**config.mk**
```make
export PLATFORM = sky130hd
export DESIGN_NAME = fuzzy_name_match_scorer
export DESIGN_NICKNAME = d
export VERILOG_FILES = /design/src/design/fnms_pkg.sv /design/src/design/fuzzy_name_match_scorer.sv /design/src/design/fnms_cell.sv
export SDC_FILE = /design/constraint.sdc
export NUM_CORES = 2
export LEC_CHECK = 0
export BUFFER_PORTS_ARGS = -buffer_cell sky130_fd_sc_hd__buf_4
export CELL_PAD_IN_SITES_DETAIL_PLACEMENT = 1
export CELL_PAD_IN_SITES_GLOBAL_PLACEMENT = 2
export CORE_ASPECT_RATIO = 1.5
export CORE_MARGIN = 3
export CORE_UTILIZATION = 42
export DETAILED_ROUTE_END_ITERATION = 10
export HOLD_SLACK_MARGIN = 0.05
export PLACE_DENSITY = 0.84
export SLEW_MARGIN = 20
export SYNTH_ARGS = -nofsm -noshare
export SYNTH_HDL_FRONTEND = slang
export SYNTH_SLANG_ARGS = --single-unit
```
**constraint.sdc**
```tcl
create_clock -name clk_i -period 4.9 [get_ports clk_i]
set_input_delay 0.245 -clock clk_i [delete_from_list [all_inputs] [get_ports clk_i]]
set_output_delay 0.245 -clock clk_i [all_outputs]
set_load 0.1 [all_outputs]
```
**src/design/fnms_pkg.sv**
```systemverilog
// Shared constants, codes and types of the fuzzy name match scorer.
package fnms_pkg;

  localparam int unsigned QueryMax     = 24;
  localparam int unsigned TagBits      = 16;
  localparam int unsigned CfgIndexBits = 2;
  localparam int unsigned CfgDataBits  = 64;

  localparam logic [3:0] SatMax      = 4'd15;
  localparam logic [3:0] DistLimit   = 4'd3;
  localparam logic [3:0] DistBase    = 4'd10;
  localparam logic [3:0] ScoreExact  = 4'd0;
  localparam logic [3:0] ScorePrefix = 4'd1;
  localparam logic [3:0] ScoreSubstr = 4'd2;
  localparam logic [3:0] ScoreNone   = 4'd0;

  typedef enum logic [1:0] {
    CfgQueryLength,
    CfgBytesLow,
    CfgBytesMid,
    CfgBytesHigh
  } cfg_index_e;

  typedef enum logic [1:0] {
    StIdle,
    StSweep,
    StHold
  } state_e;

  // Handoff from one distance cell to its right neighbor.
  typedef struct packed {
    logic       fire;
    logic [3:0] row;
    logic [3:0] old;
  } link_t;

endpackage

```
**src/design/fuzzy_name_match_scorer.sv**
```systemverilog
// Top level of the fuzzy name match scorer: query registers, match flags, cell row and result register.
//
// Symbol names arrive one byte per item and are scored against the query held in
// the configuration registers. Each accepted byte starts a wavefront that crosses
// the row of QUERY_MAX+1 distance cells one cell per cycle, so the next byte is
// accepted only once the wavefront has left the last cell. The last byte of a name
// puts one result into the output register; if that register is still occupied,
// the block waits until it is taken before accepting the next byte. The output
// tdata holds result_tag, kept and score from the lowest bit up.
module fuzzy_name_match_scorer #(
  parameter int unsigned QUERY_MAX = fnms_pkg::QueryMax,
  parameter int unsigned TAG_BITS  = fnms_pkg::TagBits
) (
  input  logic                                    clk_i,
  input  logic                                    rst_ni,
  input  logic                                    cfg_valid_i,
  output logic                                    cfg_ready_o,
  input  logic [fnms_pkg::CfgIndexBits-1:0]       cfg_index_i,
  input  logic [fnms_pkg::CfgDataBits-1:0]        cfg_data_i,
  input  logic                                    s_axis_tvalid,
  output logic                                    s_axis_tready,
  // Fields from the lowest bit up: name_byte, tag.
  input  logic [((8+TAG_BITS+7)/8)*8-1:0]         s_axis_tdata,
  input  logic                                    s_axis_tlast,
  output logic                                    m_axis_tvalid,
  input  logic                                    m_axis_tready,
  // Fields from the lowest bit up: result_tag, kept, score.
  output logic [((TAG_BITS+5+7)/8)*8-1:0]         m_axis_tdata
);
  import fnms_pkg::*;

  localparam int unsigned OutBits = ((TAG_BITS + 5 + 7) / 8) * 8;
  localparam int unsigned IW      = $clog2(QUERY_MAX + 1);
  localparam int unsigned PW      = $clog2(QUERY_MAX + 2);
  localparam logic [PW-1:0] PosMax = PW'(QUERY_MAX + 1);

  function automatic logic [7:0] to_lower(input logic [7:0] c);
    to_lower = (c inside {[8'h41:8'h5A]}) ? c + 8'd32 : c;
  endfunction

  state_e state_q, state_d;

  logic [4:0]          qlen_cfg_q;
  logic [63:0]         qlow_q, qmid_q, qhigh_q;
  logic [191:0]        qall;
  logic [7:0]          qb [QUERY_MAX];
  logic [4:0]          qlen;

  logic [7:0]          char_q;
  logic                last_q;
  logic [TAG_BITS-1:0] tag_q;
  logic                start_q;
  logic [PW-1:0]       position_q, position_d;
  logic [QUERY_MAX-1:0] sv_q, sv_d, eq;
  logic                seen_q, seen_d, hit;
  logic                prefix_q, prefix_d;
  logic                exact_q, exact_d;
  logic [7:0]          p_byte;
  logic                pos_lt_len;

  logic                m_tvalid_q;
  logic [TAG_BITS-1:0] rtag_q;
  logic                kept_q, kept_d;
  logic [3:0]          score_q, score_d;

  logic                accept, emit, out_free, sweep_done;
  logic [7:0]          in_byte;
  logic [TAG_BITS-1:0] in_tag;
  logic [3:0]          edit_dist;

  link_t               links [QUERY_MAX+2];
  logic [3:0]          row [QUERY_MAX+1];
  logic [QUERY_MAX+1:0] fire_vec;

  assign cfg_ready_o = 1'b1;
  assign qall        = {qhigh_q, qmid_q, qlow_q};
  assign qlen        = (qlen_cfg_q > 5'(QUERY_MAX)) ? 5'(QUERY_MAX) : qlen_cfg_q;
  assign in_byte     = s_axis_tdata[7:0];
  assign in_tag      = s_axis_tdata[8 +: TAG_BITS];
  assign accept      = s_axis_tvalid & s_axis_tready;
  assign out_free    = !m_tvalid_q || m_axis_tready;
  assign sweep_done  = links[QUERY_MAX+1].fire;

  always_comb begin
    for (int j = 0; j < QUERY_MAX; j++) begin
      qb[j] = qall[j*8 +: 8];
    end
  end

  always_ff @(posedge clk_i or negedge rst_ni) begin
    if (!rst_ni) begin
      qlen_cfg_q <= '0;
      qlow_q     <= '0;
      qmid_q     <= '0;
      qhigh_q    <= '0;
    end else if (cfg_valid_i && cfg_ready_o) begin
      case (cfg_index_e'(cfg_index_i))
        CfgQueryLength: qlen_cfg_q <= cfg_data_i[4:0];
        CfgBytesLow:    qlow_q     <= cfg_data_i;
        CfgBytesMid:    qmid_q     <= cfg_data_i;
        CfgBytesHigh:   qhigh_q    <= cfg_data_i;
        default:        qlen_cfg_q <= qlen_cfg_q;
      endcase
    end
  end

  always_comb begin
    p_byte = 8'h00;
    for (int j = 0; j < QUERY_MAX; j++) begin
      if (PW'(j) == position_q) begin
        p_byte = qb[j];
      end
    end
    pos_lt_len = 6'(position_q) < 6'(qlen);
    exact_d    = exact_q & pos_lt_len & (p_byte == in_byte);
    prefix_d   = prefix_q & (!pos_lt_len | (to_lower(p_byte) == to_lower(in_byte)));
    for (int j = 0; j < QUERY_MAX; j++) begin
      eq[j] = (qb[j] == in_byte);
    end
    sv_d = ((sv_q << 1) | QUERY_MAX'(1)) & eq;
    hit  = 1'b0;
    for (int j = 0; j < QUERY_MAX; j++) begin
      if (5'(j + 1) == qlen) begin
        hit = sv_d[j];
      end
    end
    seen_d     = seen_q | hit;
    position_d = (position_q < PosMax) ? PW'(position_q + 1'b1) : PosMax;
  end

  assign links[0] = '{fire: start_q, row: SatMax, old: SatMax};

  for (genvar j = 0; j <= QUERY_MAX; j++) begin : g_cell
    localparam logic [3:0] Init = (j > 15) ? SatMax : 4'(j);
    logic [7:0] cell_qbyte;
    if (j == 0) begin : g_first
      assign cell_qbyte = 8'h00;
    end else begin : g_rest
      assign cell_qbyte = qb[j-1];
    end
    fnms_cell u_cell (
      .clk_i   (clk_i),
      .rst_ni  (rst_ni),
      .init_i  (Init),
      .char_i  (char_q),
      .qbyte_i (cell_qbyte),
      .clear_i (emit),
      .left_i  (links[j]),
      .right_o (links[j+1])
    );
    assign row[j] = links[j+1].row;
  end

  always_comb begin
    for (int j = 0; j <= QUERY_MAX + 1; j++) begin
      fire_vec[j] = links[j].fire;
    end
  end

  assign edit_dist = row[qlen[IW-1:0]];

  always_comb begin
    kept_d = 1'b1;
    if (exact_q && (6'(position_q) == 6'(qlen))) begin
      score_d = ScoreExact;
    end else if (prefix_q && (6'(position_q) >= 6'(qlen))) begin
      score_d = ScorePrefix;
    end else if (seen_q) begin
      score_d = ScoreSubstr;
    end else if ((edit_dist <= DistLimit) && (5'(edit_dist) < qlen)) begin
      score_d = DistBase + edit_dist;
    end else begin
      score_d = ScoreNone;
      kept_d  = 1'b0;
    end
  end

  always_comb begin
    state_d = state_q;
    case (state_q)
      StIdle: begin
        if (accept) begin
          state_d = StSweep;
        end
      end
      StSweep: begin
        if (sweep_done) begin
          if (!last_q || out_free) begin
            state_d = StIdle;
          end else begin
            state_d = StHold;
          end
        end
      end
      StHold: begin
        if (out_free) begin
          state_d = StIdle;
        end
      end
      default: state_d = StIdle;
    endcase
  end

  always_comb begin
    s_axis_tready = 1'b0;
    emit          = 1'b0;
    case (state_q)
      StIdle:  s_axis_tready = 1'b1;
      StSweep: emit = sweep_done & last_q & out_free;
      StHold:  emit = out_free;
      default: emit = 1'b0;
    endcase
  end

  always_ff @(posedge clk_i or negedge rst_ni) begin
    if (!rst_ni) begin
      state_q    <= StIdle;
      start_q    <= 1'b0;
      position_q <= '0;
      sv_q       <= '0;
      seen_q     <= 1'b0;
      prefix_q   <= 1'b1;
      exact_q    <= 1'b1;
      m_tvalid_q <= 1'b0;
    end else begin
      state_q <= state_d;
      start_q <= accept;
      if (accept) begin
        position_q <= position_d;
        sv_q       <= sv_d;
        seen_q     <= seen_d;
        prefix_q   <= prefix_d;
        exact_q    <= exact_d;
      end else if (emit) begin
        position_q <= '0;
        sv_q       <= '0;
        seen_q     <= 1'b0;
        prefix_q   <= 1'b1;
        exact_q    <= 1'b1;
      end
      if (emit) begin
        m_tvalid_q <= 1'b1;
      end else if (m_axis_tready) begin
        m_tvalid_q <= 1'b0;
      end
    end
  end

  always_ff @(posedge clk_i) begin
    if (accept) begin
      char_q <= in_byte;
      last_q <= s_axis_tlast;
      tag_q  <= in_tag;
    end
    if (emit) begin
      rtag_q  <= tag_q;
      kept_q  <= kept_d;
      score_q <= score_d;
    end
  end

  assign m_axis_tvalid = m_tvalid_q;
  assign m_axis_tdata  = OutBits'({score_q, kept_q, rtag_q});

  assert property (@(posedge clk_i) disable iff (!rst_ni) $onehot0(fire_vec))
    else $error("More than one distance cell is updating at once.");

  assert property (@(posedge clk_i) disable iff (!rst_ni)
    (state_q == StIdle) |-> (fire_vec == '0))
    else $error("A cell is updating while the block is idle.");

  assert property (@(posedge clk_i) disable iff (!rst_ni)
    (state_q == StHold) |-> m_tvalid_q)
    else $error("Waiting on the output register while it is empty.");

  assert property (@(posedge clk_i) disable iff (!rst_ni) emit |-> last_q)
    else $error("A result was produced for a byte that does not end a name.");

  assert property (@(posedge clk_i) disable iff (!rst_ni)
    (m_tvalid_q && !kept_q) |-> (score_q == ScoreNone))
    else $error("A rejected symbol carries a nonzero score.");

endmodule

```
**src/design/fnms_cell.sv**
```systemverilog
// One cell of the edit-distance row: holds one saturating entry and updates it on the wavefront.
module fnms_cell (
  input  logic           clk_i,
  input  logic           rst_ni,
  input  logic [3:0]     init_i,
  input  logic [7:0]     char_i,
  input  logic [7:0]     qbyte_i,
  input  logic           clear_i,
  input  fnms_pkg::link_t left_i,
  output fnms_pkg::link_t right_o
);
  import fnms_pkg::*;

  logic       fresh_q;
  logic       fire_q;
  logic [3:0] row_q;
  logic [3:0] old_q;
  logic [3:0] row_cur;
  logic [4:0] up_sum;
  logic [4:0] left_sum;
  logic [4:0] diag_sum;
  logic [4:0] min_ab;
  logic [4:0] min_all;
  logic [3:0] row_d;

  assign row_cur  = fresh_q ? init_i : row_q;
  assign up_sum   = {1'b0, row_cur} + 5'd1;
  assign left_sum = {1'b0, left_i.row} + 5'd1;
  assign diag_sum = {1'b0, left_i.old} + 5'(qbyte_i != char_i);

  always_comb begin
    min_ab  = (up_sum < left_sum) ? up_sum : left_sum;
    min_all = (diag_sum < min_ab) ? diag_sum : min_ab;
    row_d   = (min_all > {1'b0, SatMax}) ? SatMax : min_all[3:0];
  end

  always_ff @(posedge clk_i or negedge rst_ni) begin
    if (!rst_ni) begin
      fresh_q <= 1'b1;
      fire_q  <= 1'b0;
    end else begin
      fire_q <= left_i.fire;
      if (clear_i) begin
        fresh_q <= 1'b1;
      end else if (left_i.fire) begin
        fresh_q <= 1'b0;
      end
    end
  end

  always_ff @(posedge clk_i) begin
    if (left_i.fire) begin
      row_q <= row_d;
      old_q <= row_cur;
    end
  end

  assign right_o = '{fire: fire_q, row: row_cur, old: old_q};

endmodule
```
==> metrics.md <==
| Metric | Value |
|---|---|
| Status | `complete, no violations` |
| GR Util All Layers | `0.298` |
| CTS Sinks | `524` |
| Std-Cell Core Area | `0.0870 mm²` |
| Dpl cells | `4917` |
| Cell with the most instances after synthesis | `xor2_1` |
| GP Congestion | `1.07` |
| Synth Area in Compound Gates | `0.130` |
| Clk pin slew, worst setup/hold paths | `60 ps` |
| Post-synth EDFFs | `242` |
| Synth top area share | `0.196` |
| Total detailed-routing wirelength | `140000 µm` |
| Crit Path Class | `register to register` |
| Starting Density | `0.426` |
| CTS max path bufs | `3` |
| Final setup viols | `0` |
| Grt met1 use | `0.331` |
| Met2 global-route usage | `0.540` |
| Area delta synth->final | `14.0%` |
| Netlist area before placement | `0.0371 mm²` |
| Main area contributors after synthesis | `edfxtp_1, dfrtp_1, ha_1` |
| Fmax | `0.220 GHz` |
| Synth Flop Type | `dfrtp_1` |
| RSZ-0062 raised after global routing | `false` |
| Worst Hold Class | `input pin to register` |
| Mux contribution to synthesized area | `0.0871` |
| Crit path max fanout | `9` |
| Worst path arrival time | `5000 ps` |
| Worst slew pin tran | `1070 ps` |
| Syn Inst Count | `3739` |
| CTS root buf | `clkbuf_16` |
| Adder-Cell Fraction of Synth Area | `0.0971` |
| Initial antenna violation count | `8` |
| Dpl hpwl | `106000 µm` |
| Max-slew violation total from the final report | `0` |
| Layout cells sized above 1 | `0.168` |
| Syn. warnings | `0` |
| Nets | `4303` |
| 1st-pass router iterations | `7` |
| CP startpoint kind | `register` |
| Number of DRC markers in iteration 0 | `1889` |
| First-pass GRT wire length | `209000 µm` |
| GRT busiest layer | `met2` |
| Final min period | `4550 ps` |
| Post-route insts no fill | `5106` |
| Synth Register Bits | `524` |
| Average routed wire per standard cell | `27.3 µm` |
| Final setup skew | `37.0 ps` |
| IO Port Bufs | `118` |
| Setup_tns | `0 ps` |
| Avg Synthesized Cell Area | `9.92 µm²` |
| Final ANT Viol Nets | `0` |
| H-tree depth | `2` |
| Die area | `0.0920 mm²` |
| Die height | `370 µm` |
| Vias in the first global route | `32738` |
| Total CTS buffers | `54` |
| Met3 Resource Use GR | `0.0394` |
| XOR/XNOR Fraction of Synth Area | `0.116` |
| Slew headroom | `0.281` |
| Most common library cells after synthesis | `xor2_1, ha_1, dfrtp_1` |
| Worst setup EP type | `register` |
| Final hold vios | `0` |
| Synth cell types | `99` |
| Largest family of logic cells by synthesized area | `simple AND/OR/NAND/NOR gates` |
| CTS tree | `built` |
| Detailed-route via count | `30773` |
| # DRC | `0` |
| Max cap viols | `0` |
| Site row count | `132` |
| Cell taking the most area after synthesis | `edfxtp_1` |
| Ys async rst share | `0.538` |
| Routed vias/inst | `6.03` |
| CP Data Required Time | `5360 ps` |
| Post-synthesis sequential area ratio | `0.387` |
| Die width | `249 µm` |
| Final worst-path cycle share | `0.928` |
| Number of top-level pins | `123` |
| Synth Area in Simple Gates | `0.139` |
| Worst skew pair latency | `660 ps` |
| Global route overflow | `0` |
| Largest net degree at the start of global routing | `107` |
[area by class of cell]
| cell class | count | area, µm² |
|---|---|---|
| Fill cell | 9580 | 44700 |
| Multi-Input combinational cell | 2815 | 21200 |
| Sequential cell | 524 | 14400 |
| Timing Repair Buffer | 307 | 2600 |
| Clock buffer | 72 | 1550 |
| Tap cell | 1139 | 1430 |
| Inverter | 217 | 815 |
| Clock inverter | 30 | 330 |
| Antenna cell | 2 | 5.00 |
[stage by stage]
step	utilization	setup slack, ps	cell area [µm²]	hold slack [ps]
2_1_floorplan	-	703	37100	-50.6
3_3_place_gp	0.454	477	39500	363
3_5_place_dp	0.454	417	39600	363
4_1_cts	0.486	369	42300	90.4
5_1_grt	0.486	25.7	42300	121
6_report	0.486	355	42300	132
[timing repair]
action	4_1_cts	5_1_grt
setup buffers	0	0
hold buffers	85	0
gates resized for setup	0	0
setup endpoints to repair	0	0
hold endpoints to repair	314	0
[path summary, 6_finish.rpt]
path / start / to / cells past startpoint / slack (ps)
worst min-delay path: cfg_index_i[0] / qlen_cfg_q[3] / 4 / 130
worst max register to register: g_cell[8].u_cell.fresh_q / g_cell[9].u_cell.row_q[3] / 18 / 350
max in group asynchronous: rst_ni / g_cell[12].u_cell.fresh_q / 3 / 3480
min in group asynchronous: rst_ni / g_cell[20].u_cell.fire_q / 2 / 220
worst min register to register: tag_q[11] / rtag_q[11] / 0 / 420
worst max-delay path: g_cell[8].u_cell.fresh_q / g_cell[9].u_cell.row_q[3] / 18 / 350
[placed cells by master (no fill, tap or decap), drive strengths merged, types with 54 or more instances in the layout]
master and count:
inv 222, nor2 228, dfrtp 255, clkbuf 72, nand2 216, mux2 219
o21a 68, xnor2 174, nand3 121, ha 288, xor2 319, nor3 93
buf 222, o21ai 135, a31oi 76, edfxtp 242, a21oi 186, nor4 81
dlygate4sd3 85, mux2i 54
[worst max-delay path: stages, from the launching register on]
cell and delay, ps:
dfstp_2 590, nand2b_1 230, inv_1 110, ha_1 380, inv_1 60, ha_1 260
a21boi_0 130, o21a_1 180, o21a_1 160, o21a_1 170, nor2_1 420, nor2_1 70
a21oi_1 290, ha_1 320, a21o_1 190, a31oi_1 130, buf_4 180, mux2_2 360
o211ai_1 120
[cells by family (layout without fill, tap and decap cells)]
logic type	after synthesis	count (layout)
other cells	2	6
xor+xnor	493	493
buf+inv	402	626
flops	524	524
simple gates	1009	1009
compound gates	738	738
mux	283	283
fa+ha+maj	288	288
[sequential cells by signal, indices dropped and copies added (netlist names), 2 cells and up]
register / flops
state_q: 2
position_q: 5
g_cell.u_cell.row_q: 100
sv_q: 23
g_cell.u_cell.fresh_q: 25
char_q: 8
qmid_q: 64
qhigh_q: 64
qlow_q: 64
g_cell.u_cell.old_q: 96
rtag_q: 16
tag_q: 16
g_cell.u_cell.fire_q: 25
score_q: 4
qlen_cfg_q: 5
[per-layer routing]
layer  vias up  wire, µm
met4         8     10100
met2       913     70500
met5         -        55
met3       389      6190
li1      13854         -
met1     15609     52700
Power is not shown: default switching activity piles up to over one toggle a cycle in this logic, so the estimate is an artifact.
